File: src/design/pcr_pkg.sv
package pcr_pkg;

   localparam logic [1:0] OP_HEADER = 2'd0;
   localparam logic [1:0] OP_BYTE   = 2'd1;
   localparam logic [1:0] OP_READ   = 2'd2;
   localparam logic [1:0] OP_CLEAR  = 2'd3;

   localparam logic [1:0] ST_ACCEPT       = 2'd0;
   localparam logic [1:0] ST_DROP         = 2'd1;
   localparam logic [1:0] ST_NOT_COMPLETE = 2'd2;
   localparam logic [1:0] ST_NO_MORE      = 2'd3;

   // one classified item as it sits in the queue
   typedef struct packed {
      logic [1:0]  op;
      logic [15:0] seq;
      logic [15:0] total;  // already capped at the slot count
      logic [15:0] plen;   // already capped at the payload size
      logic [7:0]  data;
   } cmd_type;

endpackage

File: src/design/pcr_queue.sv
module pcr_queue (
   input  logic             clock,
   input  logic             reset,
   input  logic             in_valid,
   output logic             in_ready,
   input  pcr_pkg::cmd_type in_cmd,
   output logic             out_valid,
   input  logic             out_ready,
   output pcr_pkg::cmd_type out_cmd
);
   import pcr_pkg::*;

   cmd_type    entry_ff [2];
   logic       wr_ptr_ff, wr_ptr_in;
   logic       rd_ptr_ff, rd_ptr_in;
   logic [1:0] count_ff, count_in;
   logic       push, pop;

   assign in_ready  = (count_ff != 2'd2);
   assign out_valid = (count_ff != 2'd0);
   assign out_cmd   = entry_ff[rd_ptr_ff];
   assign push      = in_valid && in_ready;
   assign pop       = out_valid && out_ready;

   always_comb begin
      wr_ptr_in = push ? !wr_ptr_ff : wr_ptr_ff;
      rd_ptr_in = pop ? !rd_ptr_ff : rd_ptr_ff;
      count_in  = count_ff + {1'b0, push} - {1'b0, pop};
   end

   always_ff @(posedge clock) begin
      if (push) begin
         entry_ff[wr_ptr_ff] <= in_cmd;
      end
   end

   always_ff @(posedge clock) begin
      if (reset) begin
         wr_ptr_ff <= 1'b0;
         rd_ptr_ff <= 1'b0;
         count_ff  <= 2'd0;
      end else begin
         wr_ptr_ff <= wr_ptr_in;
         rd_ptr_ff <= rd_ptr_in;
         count_ff  <= count_in;
      end
   end

endmodule

File: config.mk
export PLATFORM = sky130hd
export DESIGN_NAME = pcr_queue
export DESIGN_NICKNAME = d
export VERILOG_FILES = /design/src/design/pcr_pkg.sv /design/src/design/pcr_queue.sv
export SDC_FILE = /design/constraint.sdc
export NUM_CORES = 1
export LEC_CHECK = 0
export BUFFER_PORTS_ARGS = -buffer_cell sky130_fd_sc_hd__buf_2
export CELL_PAD_IN_SITES_DETAIL_PLACEMENT = 2
export CELL_PAD_IN_SITES_GLOBAL_PLACEMENT = 2
export CORE_AREA = 8 8 119 121
export DETAILED_ROUTE_END_ITERATION = 6
export DIE_AREA = 0 0 127 129
export PLACE_DENSITY_LB_ADDON = 0.1
export SLEW_MARGIN = 0
export SYNTH_ARGS = -nofsm -noshare
export SYNTH_HDL_FRONTEND = slang
export SYNTH_SLANG_ARGS = --single-unit
File: constraint.sdc
create_clock -name clock -period 2.7 [get_ports clock]
set_input_delay 0.135 -clock clock [delete_from_list [all_inputs] [get_ports clock]]
set_output_delay 0.135 -clock clock [all_outputs]
set_load 0.02 [all_outputs]
; Yosys cells after proc, flatten, opt, wreduce, memory -nomap -nowiden
; Memory sizes are Yosys's and may differ from the RTL's. A register that Yosys moved wholly into a read port is not among the register bits.
; Cells that the tools add are included.
[totals]
ff_bits = 4
mem_count = 1
wordCells = 16
in_bits = 62
mem_bits_rw = 116
output_inout_bits = 60
[op_classes]
n_addsub = 2
n_reduce_logical = 5
n_mux = 4
eq_ne = 1
[mem_list]
columns = memory, words, word_bits, read_ports, rd_ports_with_merged_regs, write_ports, line
row1 = entry_ff, 2, 58, 1, 1, 1, pcr_queue.sv:13  ; cmd_type entry_ff [2];
[ops]
columns = cell, n
row1 = 1-bit two-way mux, 4
row2 = 2-bit by 1-bit adder with 2-bit output, 1
row3 = 1-bit logical AND, 2
row4 = 1-bit zero test, 2
row5 = 2-bit != test (second input constant), 1
row6 = 2-bit nonzero test, 1
row7 = 2-bit by 1-bit subtractor with 2-bit output, 1

; Logic depth before layout (Yosys ltp)
[depth]
word_depth = 4
depth_mapped = 6
ltp_nobuf = 6

; Worst setup path after synthesis
; OpenSTA, ideal clock, no wires.
[synth_path]
kind = reg2reg
start = register count_ff[0]
end = memory entry_ff[1][0] (netlist bit), enable pin
required_time_ns = 2.278
arrival_ns = 2.145
setup_slack_ns = 0.133
synth_period_minus_slack_ns = 2.567
path_buffers = 0
setup_ns = 0.422
stages_incl_launch_ff = 3
cell_sequence = dfxtp_1 nand2b_1 and3_1
[synth_between]
elab_chain_cells = 4
[synth_rtl]
columns = element, line
row1 = "start, declared", pcr_queue.sv:16  ; logic [1:0] count_ff, count_in;
row2 = "start signal, assigned", pcr_queue.sv:45  ; count_ff <= count_in;
row3 = 2-bit != test, pcr_queue.sv:19  ; assign in_ready = (count_ff != 2'd2);
row4 = named net in_ready, pcr_queue.sv:5  ; output logic in_ready,
row5 = 1-bit logical AND, pcr_queue.sv:22  ; assign push = in_valid && in_ready;
row6 = 1-bit two-way mux, pcr_queue.sv:32  ; if (push) begin
row7 = 1-bit two-way mux (implied by the code), pcr_queue.sv:33  ; entry_ff[wr_ptr_ff] <= in_cmd;
row8 = "end, declared", pcr_queue.sv:13
; The timed path passes the listed nets, and every way through them passes these cells.

==> results.sh <==
export IMPL_drc_errors=0
export IMPL_yosysTopAreaCell="edfxtp_1"
export IMPL_path_buf_inv=2
export IMPL_totalWireLength_um=10800
export IMPL_yosysWarnings=0
export IMPL_outcome="finished clean"
export IMPL_critPathMaxStageDelay_ps=590
export IMPL_cpMaxStageDelayCell="dfxtp_2"
export IMPL_worst_slack_ps=639
export IMPL_antennaDiodeCount=0
export IMPL_grt_pass1_wl_um=17200
export IMPL_clk_latency_ps=400
export IMPL_fin_nets=469
export IMPL_synth_main_ff_cell="edfxtp_1"
export IMPL_synthCells=209
export IMPL_dr_first_iter_drc_count=148
export IMPL_num_rows=41
export IMPL_layout_min_cycle_time_ps=2060
export IMPL_area_growth_pct=42.5
export IMPL_start_kind="flip-flop"
export IMPL_clk_pin_slew_ps=50
export IMPL_synth_avg_cell_area_um2=21.3
export IMPL_worstPathCellList="buf_4 -> mux2_1 -> buf_2"
export IMPL_die_y_um=129
export IMPL_cp_data_arrival_time_ps=1930
export IMPL_cts_root_buf="clkbuf_16"
export IMPL_pre_cts_slack_ps=1030
export IMPL_wire_per_inst_um=19.0
export IMPL_overflow=0
export IMPL_final_cell_area_um2=6330
export IMPL_grt_max_degree=59
export IMPL_setup_violations=0
export IMPL_worstMarginPinSlew_ps=427
export IMPL_max_freq_ghz=0.485
export IMPL_ant_nets=0
export IMPL_start_util_pct=36.1
export IMPL_async_reset_ff_share_pct=0
export IMPL_min_path_type="in2reg"
export IMPL_synth_edf_count=116
export IMPL_placed_area_um2=5260
export IMPL_antenna_found_initial=0
export IMPL_drive_gt1_share_pct=35.7
export IMPL_peakVddDrop_v=0.000476
export IMPL_period_share_pct=76.3
export IMPL_yosysMostFrequentCell="edfxtp_1"
export IMPL_vias_per_cell=4.58
export IMPL_cp_top_family="flip-flops"
export IMPL_io_buffers=121
export IMPL_finalClockSkew_ps=5.68
export IMPL_max_cap_violations=0
export IMPL_htree_levels=4
export IMPL_die_width_um=127
export IMPL_synth_cell_area_um2=4440
export IMPL_slew_viol_final=0
export IMPL_cp_max_fo=20
export IMPL_place_inst=478
export IMPL_layout_cells_non_filler=567
export IMPL_dieArea_um2=16400
export IMPL_grtUsageTotal_pct=14.2
export IMPL_end_kind="output pin"
export IMPL_gp_congestion=0.678
export IMPL_vias=2595
export IMPL_final_core_util_pct=51.4
export IMPL_power_density_nw_per_um2=850
export IMPL_p_leak_nw=2.41
export IMPL_ys_seq_elements=121
export IMPL_whs_ps=123
export IMPL_tns_ps=0
export IMPL_power_mw=5.38
export IMPL_cts_tree="yes"
export IMPL_cts_sinks=121
export IMPL_coreArea_um2=12300
export IMPL_post_cts_buffers=0
export IMPL_io_pins=122
export IMPL_rsz0062_at_grt="false"
export IMPL_ys_seq_area_share_pct=80.7
export IMPL_netlist_area_leader_share_pct=78.4
export IMPL_firstDrtPassIters=4
export IMPL_crit_required_ps=2570
export IMPL_critPathKind="reg2out"
export IMPL_timing_slew_headroom_pct=71.6
export IMPL_synth_cell_types=25
export IMPL_grt_pass1_vias=3109
export IMPL_syn_num_nets=272
export IMPL_numCtsBuffers=17
export IMPL_clock_path_buffers=2
export IMPL_synth_commonest_cells="edfxtp_1 (116), mux2_1 (58), dfxtp_1 (5), nor2_1 (4), buf_2 (3)"
export IMPL_hold_viol=0
export IMPL_synthTopCellsByArea="edfxtp_1 (78%), mux2_1 (15%), dfxtp_1 (2.3%)"
export IMPL_dpl_hpwl_um=6770
==> power by group <==
group          switching (mW)  internal (mW)
Combinational           0.701          0.467
Clock                   0.709           1.14
Sequential             0.0811           2.28
Total                    1.49           3.89
==> layer usage <==
layer / GRT usage [%] / routed length [um] / share of wire, %
met5: 0 / 0 / 0
met4: 5.25 / 128 / 1.2
met3: 6.25 / 663 / 6.1
met2: 24.7 / 5780 / 54
met1: 15.0 / 4210 / 39
==> registers in the layout, summed over array words and instances, names as in the netlist, named ones only <==
signal	cells
wr_ptr_ff	1
rd_ptr_ff	1
entry_ff	116
count_ff	2
==> final timing paths <==
path                     from          end  slack, ps  cells past startpoint
hold / removal       in_valid    wr_ptr_ff        120                      3
setup / recovery    flip-flop  out_cmd[47]        640                      3
setup reg to reg  count_ff[1]  count_ff[1]       1080                      6
hold reg to reg     rd_ptr_ff    rd_ptr_ff        540                      2
==> cells in the final DEF, fill, tap and decap left out, types with 2 or more instances in the layout <==
cell type / n
buf_2: 121
edfxtp_1: 116
dlygate4sd3_1: 59
mux2_1: 58
clkbuf_16: 17
clkbuf_1: 6
nor2_1: 4
clkinv_1: 4
dfxtp_1: 4
clkinv_2: 3
buf_12: 3
nor2b_1: 2
==> worst min-delay path, cell delays in order <==
cell	delay (ps)
buf_2	160
a21bo_1	120
a21oi_1	50
==> cells by family after synthesis <==
logic type | share of synthesized area [%]
compound gates | 0.986
xor+xnor | 0.197
fa+ha+maj | 0.282
buf+inv | 1.10
flops | 80.7
mux | 14.7
simple gates | 2.06
==> repair_timing <==
item                                   4_1_cts  5_1_grt
endpoints found under the hold margin      121        0
gates resized for setup                      0        0
setup endpoints to repair                    0        0
hold buffers                                59        0
==> final cells by class <==
class | instances | area [um^2]
fillers | 1127 | 5980
flip-flops and latches | 121 | 3580
repair buffers | 184 | 1260
multi-input cells | 81 | 811
clock buffers | 23 | 448
well taps | 150 | 188
clock inverters | 7 | 30.0
inverters | 1 | 3.75
No activity file was read; power rests on OpenSTA's default activity.
