**config.mk**
```make
export PLATFORM = sky130hd
export DESIGN_NAME = pcr_front
export DESIGN_NICKNAME = d
export VERILOG_FILES = /design/src/design/pcr_pkg.sv /design/src/design/pcr_front.sv
export SDC_FILE = /design/constraint.sdc
export NUM_CORES = 1
export LEC_CHECK = 0
export ABC_AREA = 0
export BUFFER_PORTS_ARGS = -buffer_cell sky130_fd_sc_hd__clkbuf_2
export CORE_ASPECT_RATIO = 1.2
export CORE_MARGIN = 3
export CORE_UTILIZATION = 21
export DETAILED_ROUTE_END_ITERATION = 8
export PLACE_DENSITY_LB_ADDON = 0.2
export SLEW_MARGIN = 40
export SYNTH_ARGS = -nofsm -noshare
export SYNTH_HDL_FRONTEND = slang
export SYNTH_SLANG_ARGS = --single-unit
```
**constraint.sdc**
```tcl
create_clock -name vclk -period 0.9
set_clock_uncertainty 0.05 [all_clocks]
set_input_delay 0.045 -clock vclk [all_inputs]
set_output_delay 0.045 -clock vclk [all_outputs]
set_load 0.005 [all_outputs]
```
**src/design/pcr_pkg.sv**
```systemverilog
package pcr_pkg;

   localparam logic [1:0] OP_HEADER = 2'd0;
   localparam logic [1:0] OP_BYTE   = 2'd1;
   localparam logic [1:0] OP_READ   = 2'd2;
   localparam logic [1:0] OP_CLEAR  = 2'd3;

   localparam logic [1:0] ST_ACCEPT       = 2'd0;
   localparam logic [1:0] ST_DROP         = 2'd1;
   localparam logic [1:0] ST_NOT_COMPLETE = 2'd2;
   localparam logic [1:0] ST_NO_MORE      = 2'd3;

   // one classified item as it sits in the queue
   typedef struct packed {
      logic [1:0]  op;
      logic [15:0] seq;
      logic [15:0] total;  // already capped at the slot count
      logic [15:0] plen;   // already capped at the payload size
      logic [7:0]  data;
   } cmd_type;

endpackage

```
**src/design/pcr_front.sv**
```systemverilog
module pcr_front #(
   parameter int MAX_SLOTS   = 64,
   parameter int MAX_PAYLOAD = 256
) (
   input  logic [1:0]      req_op,
   input  logic [15:0]     req_seq_num,
   input  logic [15:0]     req_total_chunks,
   input  logic [15:0]     req_payload_len,
   input  logic [7:0]      req_data_byte,
   output pcr_pkg::cmd_type cmd
);
   import pcr_pkg::*;

   localparam logic [15:0] SlotCap = 16'(MAX_SLOTS);
   localparam logic [15:0] LenCap  = 16'(MAX_PAYLOAD);

   always_comb begin
      cmd.op    = req_op;
      cmd.seq   = req_seq_num;
      cmd.total = (req_total_chunks > SlotCap) ? SlotCap : req_total_chunks;
      cmd.plen  = (req_payload_len > LenCap) ? LenCap : req_payload_len;
      cmd.data  = req_data_byte;
   end

endmodule

```
-- Word level (Yosys, flattened, before mapping)
Cells that the tools add are included.
- flip-flop bits (word level): 0
- word-level logic and storage cells: 4
- bits of input ports: 58
- output and inout port bits: 58
- magnitude comparators: 2
- mux-type cells: 2
- operators by type and width (cell ; number):
    two-way mux 16 bit ; 2
    > comparator 16 x 7 -> 1 bit, second input constant ; 1
    > comparator 16 x 9 -> 1 bit, second input constant ; 1

-- Longest topological paths before layout
Gate-level depths: netlist (run 1).
- word-level depth: 2
- mapped depth: 3
- depth with buffers taken out: 3

-- Worst setup path before layout (run 1)
No wires, ideal clock.
- kind: input port to output port
- start: input req_payload_len[10]
- end: output cmd[10] in the netlist's numbering
- required time: 0.805 ns
- cell stages on the path: 3
- path buffers: 0
- path slack: -0.074 ns
- arrival time: 0.879 ns
- cell sequence: or4_4 -> nor2_4 -> and2_1
- RTL lines (what ; line ; source):
    from (decl) ; pcr_front.sv:8 ; input logic [15:0] req_payload_len,
    to (decl) ; pcr_front.sv:10 ; output pcr_pkg::cmd_type cmd

==> results of run 1 <==
-- cell type report --
type	count	area share, %
inverters	2	1.242
multi-input cells	39	47.62
well taps	30	6.211
repair buffers	48	44.93
-- routing by layer --
metal	track usage, %	share of wire, %	wire length, um
met5	0	0	0
met4	1.581	2.0	23
met3	3.291	21	245
met2	13.61	52	606
met1	4.740	25	288
-- worst max path at each step --
stage | start | endpoint | slack [ns] | depth (start not counted)
global placement | req_total_chunks[10] | cmd[25] | -0.32 | 5
floorplan | req_payload_len[10] | cmd[10] | -0.07 | 3
global route | req_payload_len[8] | cmd[13] | -0.34 | 5
CTS | req_payload_len[12] | cmd[8] | -0.29 | 5
detailed placement | req_total_chunks[10] | cmd[25] | -0.32 | 5
finish | req_payload_len[8] | cmd[13] | -0.29 | 5
-- synthesized netlist by cell type (all sizes together) --
master / count
nand2: 1
and4b: 1
conb: 1
nor2: 2
nor4: 1
or4: 2
nor4bb: 2
buf: 42
nor3: 1
inv: 2
and2: 12
-- cell families (layout without fill, tap and decap cells) --
kind of cell           Yosys count  count (layout)  share of synthesized area (%)
other                            1              16                         0.7745
AND/OR/NAND/NOR                 22              23                          32.56
buffers and inverters           44              50                          66.67
-- power by group --
part	internal, mW	leakage (nW)	total [mW]	switching (mW)
clock	0	0	0	0
sequential	0	0	0	0
combinational	0.0673	0.357	0.119	0.0514
total	0.0673	0.357	0.119	0.0514
-- timing repair --
item / 4_1_cts / 5_1_grt
endpoints found under the setup margin: 16 / 16
resized for setup: 3 / 17
pin swaps: 12 / 13
cloned: 1 / 0
-- worst max-delay path: stages --
cell      delay [ns]
clkbuf_2        0.08
or4_4           0.57
nor2_4          0.16
and2_1          0.14
clkbuf_2        0.11
==> flow_metrics.env, run 1 <==
export IMPL_place_detailed_hpwl_um=1019
export IMPL_viasPerCell=3.639
export IMPL_holdPathEnd="cmd[42]"
export IMPL_timing_worst_setup_path_type="in -> out"
export IMPL_synth_distinct_cells=12
export IMPL_multi_input_area_sq_um=287.8
export IMPL_synth_top_area_share_pct=65.12
export IMPL_wire_per_inst_um=9.773
export IMPL_routed_wl_um=1163
export IMPL_hold_viol_final=0
export IMPL_slew_violations=0
export IMPL_worstSetupEndpointType="primary output"
export IMPL_layout_nets=149
export IMPL_drc=0
export IMPL_fin_util_pct=28.55
export IMPL_core_sq_um=2117
export IMPL_num_rows=18
export IMPL_grt_ovfl_total=0
export IMPL_pin_count=116
export IMPL_drt_initial_drc_count=0
export IMPL_fin_cells=119
export IMPL_ys_seq_area_share_pct=0
export IMPL_hold_buffers=0
export IMPL_grt_pass1_vias=394
export IMPL_hold_slack_ns=0.04000
export IMPL_seq_cell_count=0
export IMPL_n_antenna_cell=0
export IMPL_die_x_um=49.84
export IMPL_drive_gt1_share_pct=69.66
export IMPL_synthCells=67
export IMPL_hp_class="in -> out"
export IMPL_seqCellArea_sq_um=0
export IMPL_ir_worst_vdd_mv=0.07174
export IMPL_start_util_pct=22.87
export IMPL_critPathArrivalTime_ns=1.09
export IMPL_power_mw=0.1187
export IMPL_start_kind="input port"
export IMPL_grt_first_pass_wirelength_um=1566
export IMPL_stdcell_area_sq_um=604.3
export IMPL_nClkBuffers=0
export IMPL_fin_ws_ns=-0.2864
export IMPL_drtAntennaViolNets=0
export IMPL_dieHeight_um=58.60
export IMPL_power_per_cell_area_nw_per_um2=196.4
export IMPL_final_common_cell="clkbuf_2"
export IMPL_worstHoldStart="req_seq_num[2]"
export IMPL_portBuffers=48
export IMPL_n_fill_cell=252
export IMPL_tns_ns=-3.629
export IMPL_die_area_sq_um=2920
export IMPL_routabilityCongestion=0.6151
export IMPL_setup_viol=16
export IMPL_rsz0062_at_grt="yes"
export IMPL_synthesis_area_sq_um=484.2
export IMPL_first_pass_iters=1
export IMPL_critPathMaxFanout=5
export IMPL_vias=433
export IMPL_drv_cap=0
export IMPL_min_period_ns=1.186
export IMPL_p_leak_nw=0.3571
export IMPL_synth_area_leaders="buf_4, and2_1, or4_4"
export IMPL_synth_warnings=0
export IMPL_yosysTopAreaCell="buf_4"
export IMPL_place_inst=118
export IMPL_place_ws_ns=-0.3240
export IMPL_worstPathRequired_ns=0.81
export IMPL_syn_avg_cell_area_sq_um=7.227
export IMPL_grt_max_degree=6
export IMPL_syn_to_final_growth_pct=24.81
export IMPL_final_cell_mix="clkbuf_2, conb_1, and2_1"
export IMPL_max_freq_ghz=0.8429
export IMPL_hold_depth=0
export IMPL_violations="negative setup slack"
export IMPL_placed_area_sq_um=503.0
export IMPL_grt_total_usage_pct=6.366
export IMPL_status="finished, violations left"
export IMPL_antenna_found_initial=0
export IMPL_post_cts_buffers=0
export IMPL_timing_final_crit_share_pct=131.8
Note: power is estimated with default switching activity, not from simulation.
==> run 2, diff against run 1 <==
--- a/config.mk
+++ b/config.mk
@@ -12,6 +12,7 @@
 export CORE_UTILIZATION = 21
 export DETAILED_ROUTE_END_ITERATION = 8
 export PLACE_DENSITY_LB_ADDON = 0.2
+export SKIP_LAST_GASP = 1
 export SLEW_MARGIN = 40
 export SYNTH_ARGS = -nofsm -noshare
 export SYNTH_HDL_FRONTEND = slang
==> flow_metrics.env, run 2 (same netlist as run 1, synthesis figures left out) <==
export IMPL_start_kind="input port"
export IMPL_place_inst=118
export IMPL_grt_first_pass_wirelength_um=1566
export IMPL_die_x_um=49.84
export IMPL_grt_pass1_vias=392
export IMPL_syn_to_final_growth_pct=23.00
export IMPL_hold_buffers=0
export IMPL_violations="negative setup slack"
export IMPL_wire_per_inst_um=9.832
export IMPL_vias=432
export IMPL_hold_viol_final=0
export IMPL_drc=0
export IMPL_routed_wl_um=1170
export IMPL_hp_class="in -> out"
export IMPL_switching_share_pct=43.40
export IMPL_status="finished, violations left"
export IMPL_seqCellArea_sq_um=0
export IMPL_worstSetupEndpointType="primary output"
export IMPL_rsz0062_at_grt="yes"
export IMPL_slew_violations=0
export IMPL_die_area_sq_um=2920
export IMPL_num_rows=18
export IMPL_critPathArrivalTime_ns=1.09
export IMPL_min_period_ns=1.186
export IMPL_setup_viol=16
export IMPL_routabilityCongestion=0.6151
export IMPL_multi_input_area_sq_um=279.0
export IMPL_drtAntennaViolNets=0
export IMPL_fin_cells=119
export IMPL_critPathMaxFanout=5
export IMPL_hold_slack_ns=0.04000
export IMPL_worstPathRequired_ns=0.81
export IMPL_combPwrFrac_pct=100.0
export IMPL_hold_depth=0
export IMPL_n_fill_cell=252
export IMPL_dieHeight_um=58.60
export IMPL_power_per_cell_area_nw_per_um2=194.1
export IMPL_seq_cell_count=0
export IMPL_start_util_pct=22.87
export IMPL_layout_nets=149
export IMPL_pin_count=116
export IMPL_grt_ovfl_total=0
export IMPL_timing_worst_setup_path_type="in -> out"
export IMPL_core_sq_um=2117
export IMPL_p_leak_nw=0.3444
export IMPL_portBuffers=48
export IMPL_drv_cap=0
export IMPL_fin_ws_ns=-0.2864
export IMPL_n_antenna_cell=0
export IMPL_switching_power_mw=0.05016
export IMPL_placed_area_sq_um=503.0
export IMPL_final_common_cell="clkbuf_2"
export IMPL_first_pass_iters=1
export IMPL_post_cts_buffers=0
export IMPL_place_detailed_hpwl_um=1019
export IMPL_final_cell_mix="clkbuf_2, conb_1, and2_1"
export IMPL_drt_initial_drc_count=0
export IMPL_grt_max_degree=6
export IMPL_stdcell_area_sq_um=595.6
export IMPL_max_freq_ghz=0.8429
export IMPL_antenna_found_initial=0
export IMPL_internal_power_mw=0.06542
export IMPL_pwr_share_seq_pct=0
export IMPL_viasPerCell=3.630
export IMPL_grt_total_usage_pct=6.366
export IMPL_timing_final_crit_share_pct=131.8
export IMPL_nClkBuffers=0
export IMPL_power_frac_clock_pct=0
export IMPL_drive_gt1_share_pct=69.66
export IMPL_ir_worst_vdd_mv=0.07182
run 2: metal layers:
metal | share of wire, % | up-vias | track usage [%] | wire length, um
met1 | 25 | 173 | 4.740 | 298
li1 | - | 198 | - | -
met5 | 0 | - | 0 | 0
met4 | 2.0 | 0 | 1.581 | 23
met3 | 21 | 6 | 3.291 | 245
met2 | 52 | 55 | 13.61 | 604
run 2: per-stage QoR:
| step | worst slack [ns] | total power, mW | util, % | TNS [ns] |
|---|---|---|---|---|
| CTS | -0.2918 | 0.1027 | 24.94 | -3.718 |
| global placement | -0.3175 | 0.09471 | 23.76 | -4.108 |
| global route | -0.3362 | 0.1295 | 28.13 | -4.504 |
| finish | -0.2864 | 0.1156 | 28.13 | -3.713 |
| floorplan | -0.07416 | 0.1717 | - | -0.5933 |
| detailed placement | -0.3240 | 0.09592 | 23.76 | -4.208 |
run 2: layout make-up:
class | instances | share of cell area [%]
multi-input cells | 39 | 46.85
repair buffers | 48 | 45.59
well taps | 30 | 6.303
inverters | 2 | 1.261
run 2: power groups by stage:
stage	Clock, mW	Combinational [mW]	Sequential [mW]
after floorplan	0	0.172	0
after global placement	0	0.0947	0
after detailed placement	0	0.0959	0
after CTS	0	0.103	0
after global routing	0	0.129	0
final	0	0.116	0
run 2: final timing paths:
| kind | from | to |
|---|---|---|
| max | req_payload_len[8] | cmd[13] |
| min | req_seq_num[2] | cmd[42] |
run 2: what timing repair did:
item	4_1_cts	5_1_grt
cloned	1	0
pin swaps	11	13
gates resized for setup	3	16
hold endpoints to repair	0	0
endpoints found under the setup margin	16	16
run 2: worst max-delay path, stage by stage:
cell and delay (ns):
clkbuf_2 0.08, or4_4 0.57, nor2_4 0.16, and2_1 0.14, clkbuf_2 0.11
==> run 3, diff against run 2 <==
--- a/config.mk
+++ b/config.mk
@@ -8,7 +8,7 @@
 export ABC_AREA = 0
 export BUFFER_PORTS_ARGS = -buffer_cell sky130_fd_sc_hd__clkbuf_2
 export CORE_ASPECT_RATIO = 1.2
-export CORE_MARGIN = 3
+export CORE_MARGIN = 1.5
 export CORE_UTILIZATION = 21
 export DETAILED_ROUTE_END_ITERATION = 8
 export PLACE_DENSITY_LB_ADDON = 0.2
==> flow_metrics.env, run 3 (same netlist as run 1, synthesis figures left out) <==
export IMPL_status="finished, violations left"
export IMPL_violations="negative setup slack"
export IMPL_worstSetupEndpointType="primary output"
export IMPL_routabilityCongestion=0.6697
export IMPL_power_mw=0.1159
export IMPL_cp_common_cell="clkbuf_2"
export IMPL_critPathArrivalTime_ns=1.11
export IMPL_max_freq_ghz=0.8289
export IMPL_syn_to_final_growth_pct=23.77
export IMPL_timing_worst_setup_path_type="in -> out"
export IMPL_dieHeight_um=55.60
export IMPL_min_period_ns=1.206
export IMPL_drc=0
export IMPL_timing_final_crit_share_pct=134.0
export IMPL_power_per_cell_area_nw_per_um2=193.4
export IMPL_die_area_sq_um=2604
export IMPL_critPathMaxFanout=5
export IMPL_nClkBuffers=0
export IMPL_post_cts_buffers=0
export IMPL_stdcell_area_sq_um=599.3
export IMPL_start_kind="input port"
export IMPL_portBuffers=48
export IMPL_hold_buffers=0
export IMPL_drt_initial_drc_count=0
export IMPL_slowest_stage="or4_4"
export IMPL_met1_length_um=275
export IMPL_final_cell_mix="clkbuf_2, conb_1, and2_1"
export IMPL_tns_ns=-3.459
export IMPL_viasPerCell=3.767
export IMPL_pin_count=116
export IMPL_wire_per_inst_um=9.317
export IMPL_worstPathRequired_ns=0.81
export IMPL_routed_wl_um=1118
export IMPL_rsz0062_at_grt="yes"
export IMPL_fin_ws_ns=-0.3064
export IMPL_first_pass_iters=1
export IMPL_wl_met2_um=622
export IMPL_slew_violations=0
export IMPL_setup_viol=16
export IMPL_drive_gt1_share_pct=68.89
export IMPL_hold_slack_ns=0.04000
export IMPL_wl_met3_um=198
export IMPL_vias=452
export IMPL_seq_cell_count=0
export IMPL_drtAntennaViolNets=0
export IMPL_start_util_pct=22.87
export IMPL_grt_max_degree=6
export IMPL_ir_worst_vdd_mv=0.07398
export IMPL_final_common_cell="clkbuf_2"
export IMPL_hp_class="in -> out"
export IMPL_hold_viol_final=0
export IMPL_antenna_found_initial=0
export IMPL_top_layer="met4"
export IMPL_placed_area_sq_um=510.5
export IMPL_p_leak_nw=0.3399
export IMPL_n_antenna_cell=0
export IMPL_grt_first_pass_wirelength_um=1545
export IMPL_crit_chain="clkbuf_2, or4_4, nor2_4, and2_1, clkbuf_2"
export IMPL_layout_nets=150
export IMPL_drv_cap=0
export IMPL_core_sq_um=2117
export IMPL_die_x_um=46.84
export IMPL_num_rows=18
export IMPL_grt_ovfl_total=0
export IMPL_grt_pass1_vias=380
export IMPL_seqCellArea_sq_um=0
export IMPL_cpPeakStageDelay_ns=0.57
export IMPL_grt_total_usage_pct=7.588
run 3: cell count changes in the layout (fill, tap and decap cells not counted), sizes merged:
cell / before / now
clkbuf: 42 / 40
buf: 6 / 9
run 3: worst paths after layout:
path                 from       to  slack [ns]  cells after the start
max   req_payload_len[15]   cmd[8]       -0.31                      5
min        req_seq_num[1]  cmd[41]        0.04                      0
run 3: metrics by stage:
stage | std cells | utilization, % | setup WS (ns)
6_report | 120 | 28.31 | -0.3064
5_1_grt | 120 | 28.31 | -0.3499
4_1_cts | 120 | 25.35 | -0.3127
3_5_place_dp | 119 | 24.11 | -0.3521
3_3_place_gp | 119 | 24.11 | -0.3379
2_1_floorplan | 82 | - | -0.07416
run 3: power by group:
group	switching [mW]	leakage (nW)	internal [mW]
clock	0	0	0
sequential	0	0	0
combinational	0.0501	0.340	0.0658
run 3: per-layer routing:
layer  track usage (%)  up-vias
met4             2.778        0
li1                  -      201
met2             16.44       51
met5                 0        -
met1             5.098      194
met3             1.948        6
run 3: worst max-delay path, delay by kind of cell:
kind,cells,cell delay [ns]
buffers and inverters,2,0.19
AND/OR/NAND/NOR,3,0.88
run 3: cell type report:
class | count | area (sq um)
Multi-Input combinational cell | 39 | 269.0
Fill cell | 260 | 1518
Timing Repair Buffer | 49 | 285.3
Inverter | 2 | 7.507
Tap cell | 30 | 37.54
run 3: what timing repair did:
action	4_1_cts	5_1_grt
pin swaps	10	9
gates resized for setup	4	16
endpoints found under the setup margin	16	16
hold endpoints to repair	0	0
cloned	1	0
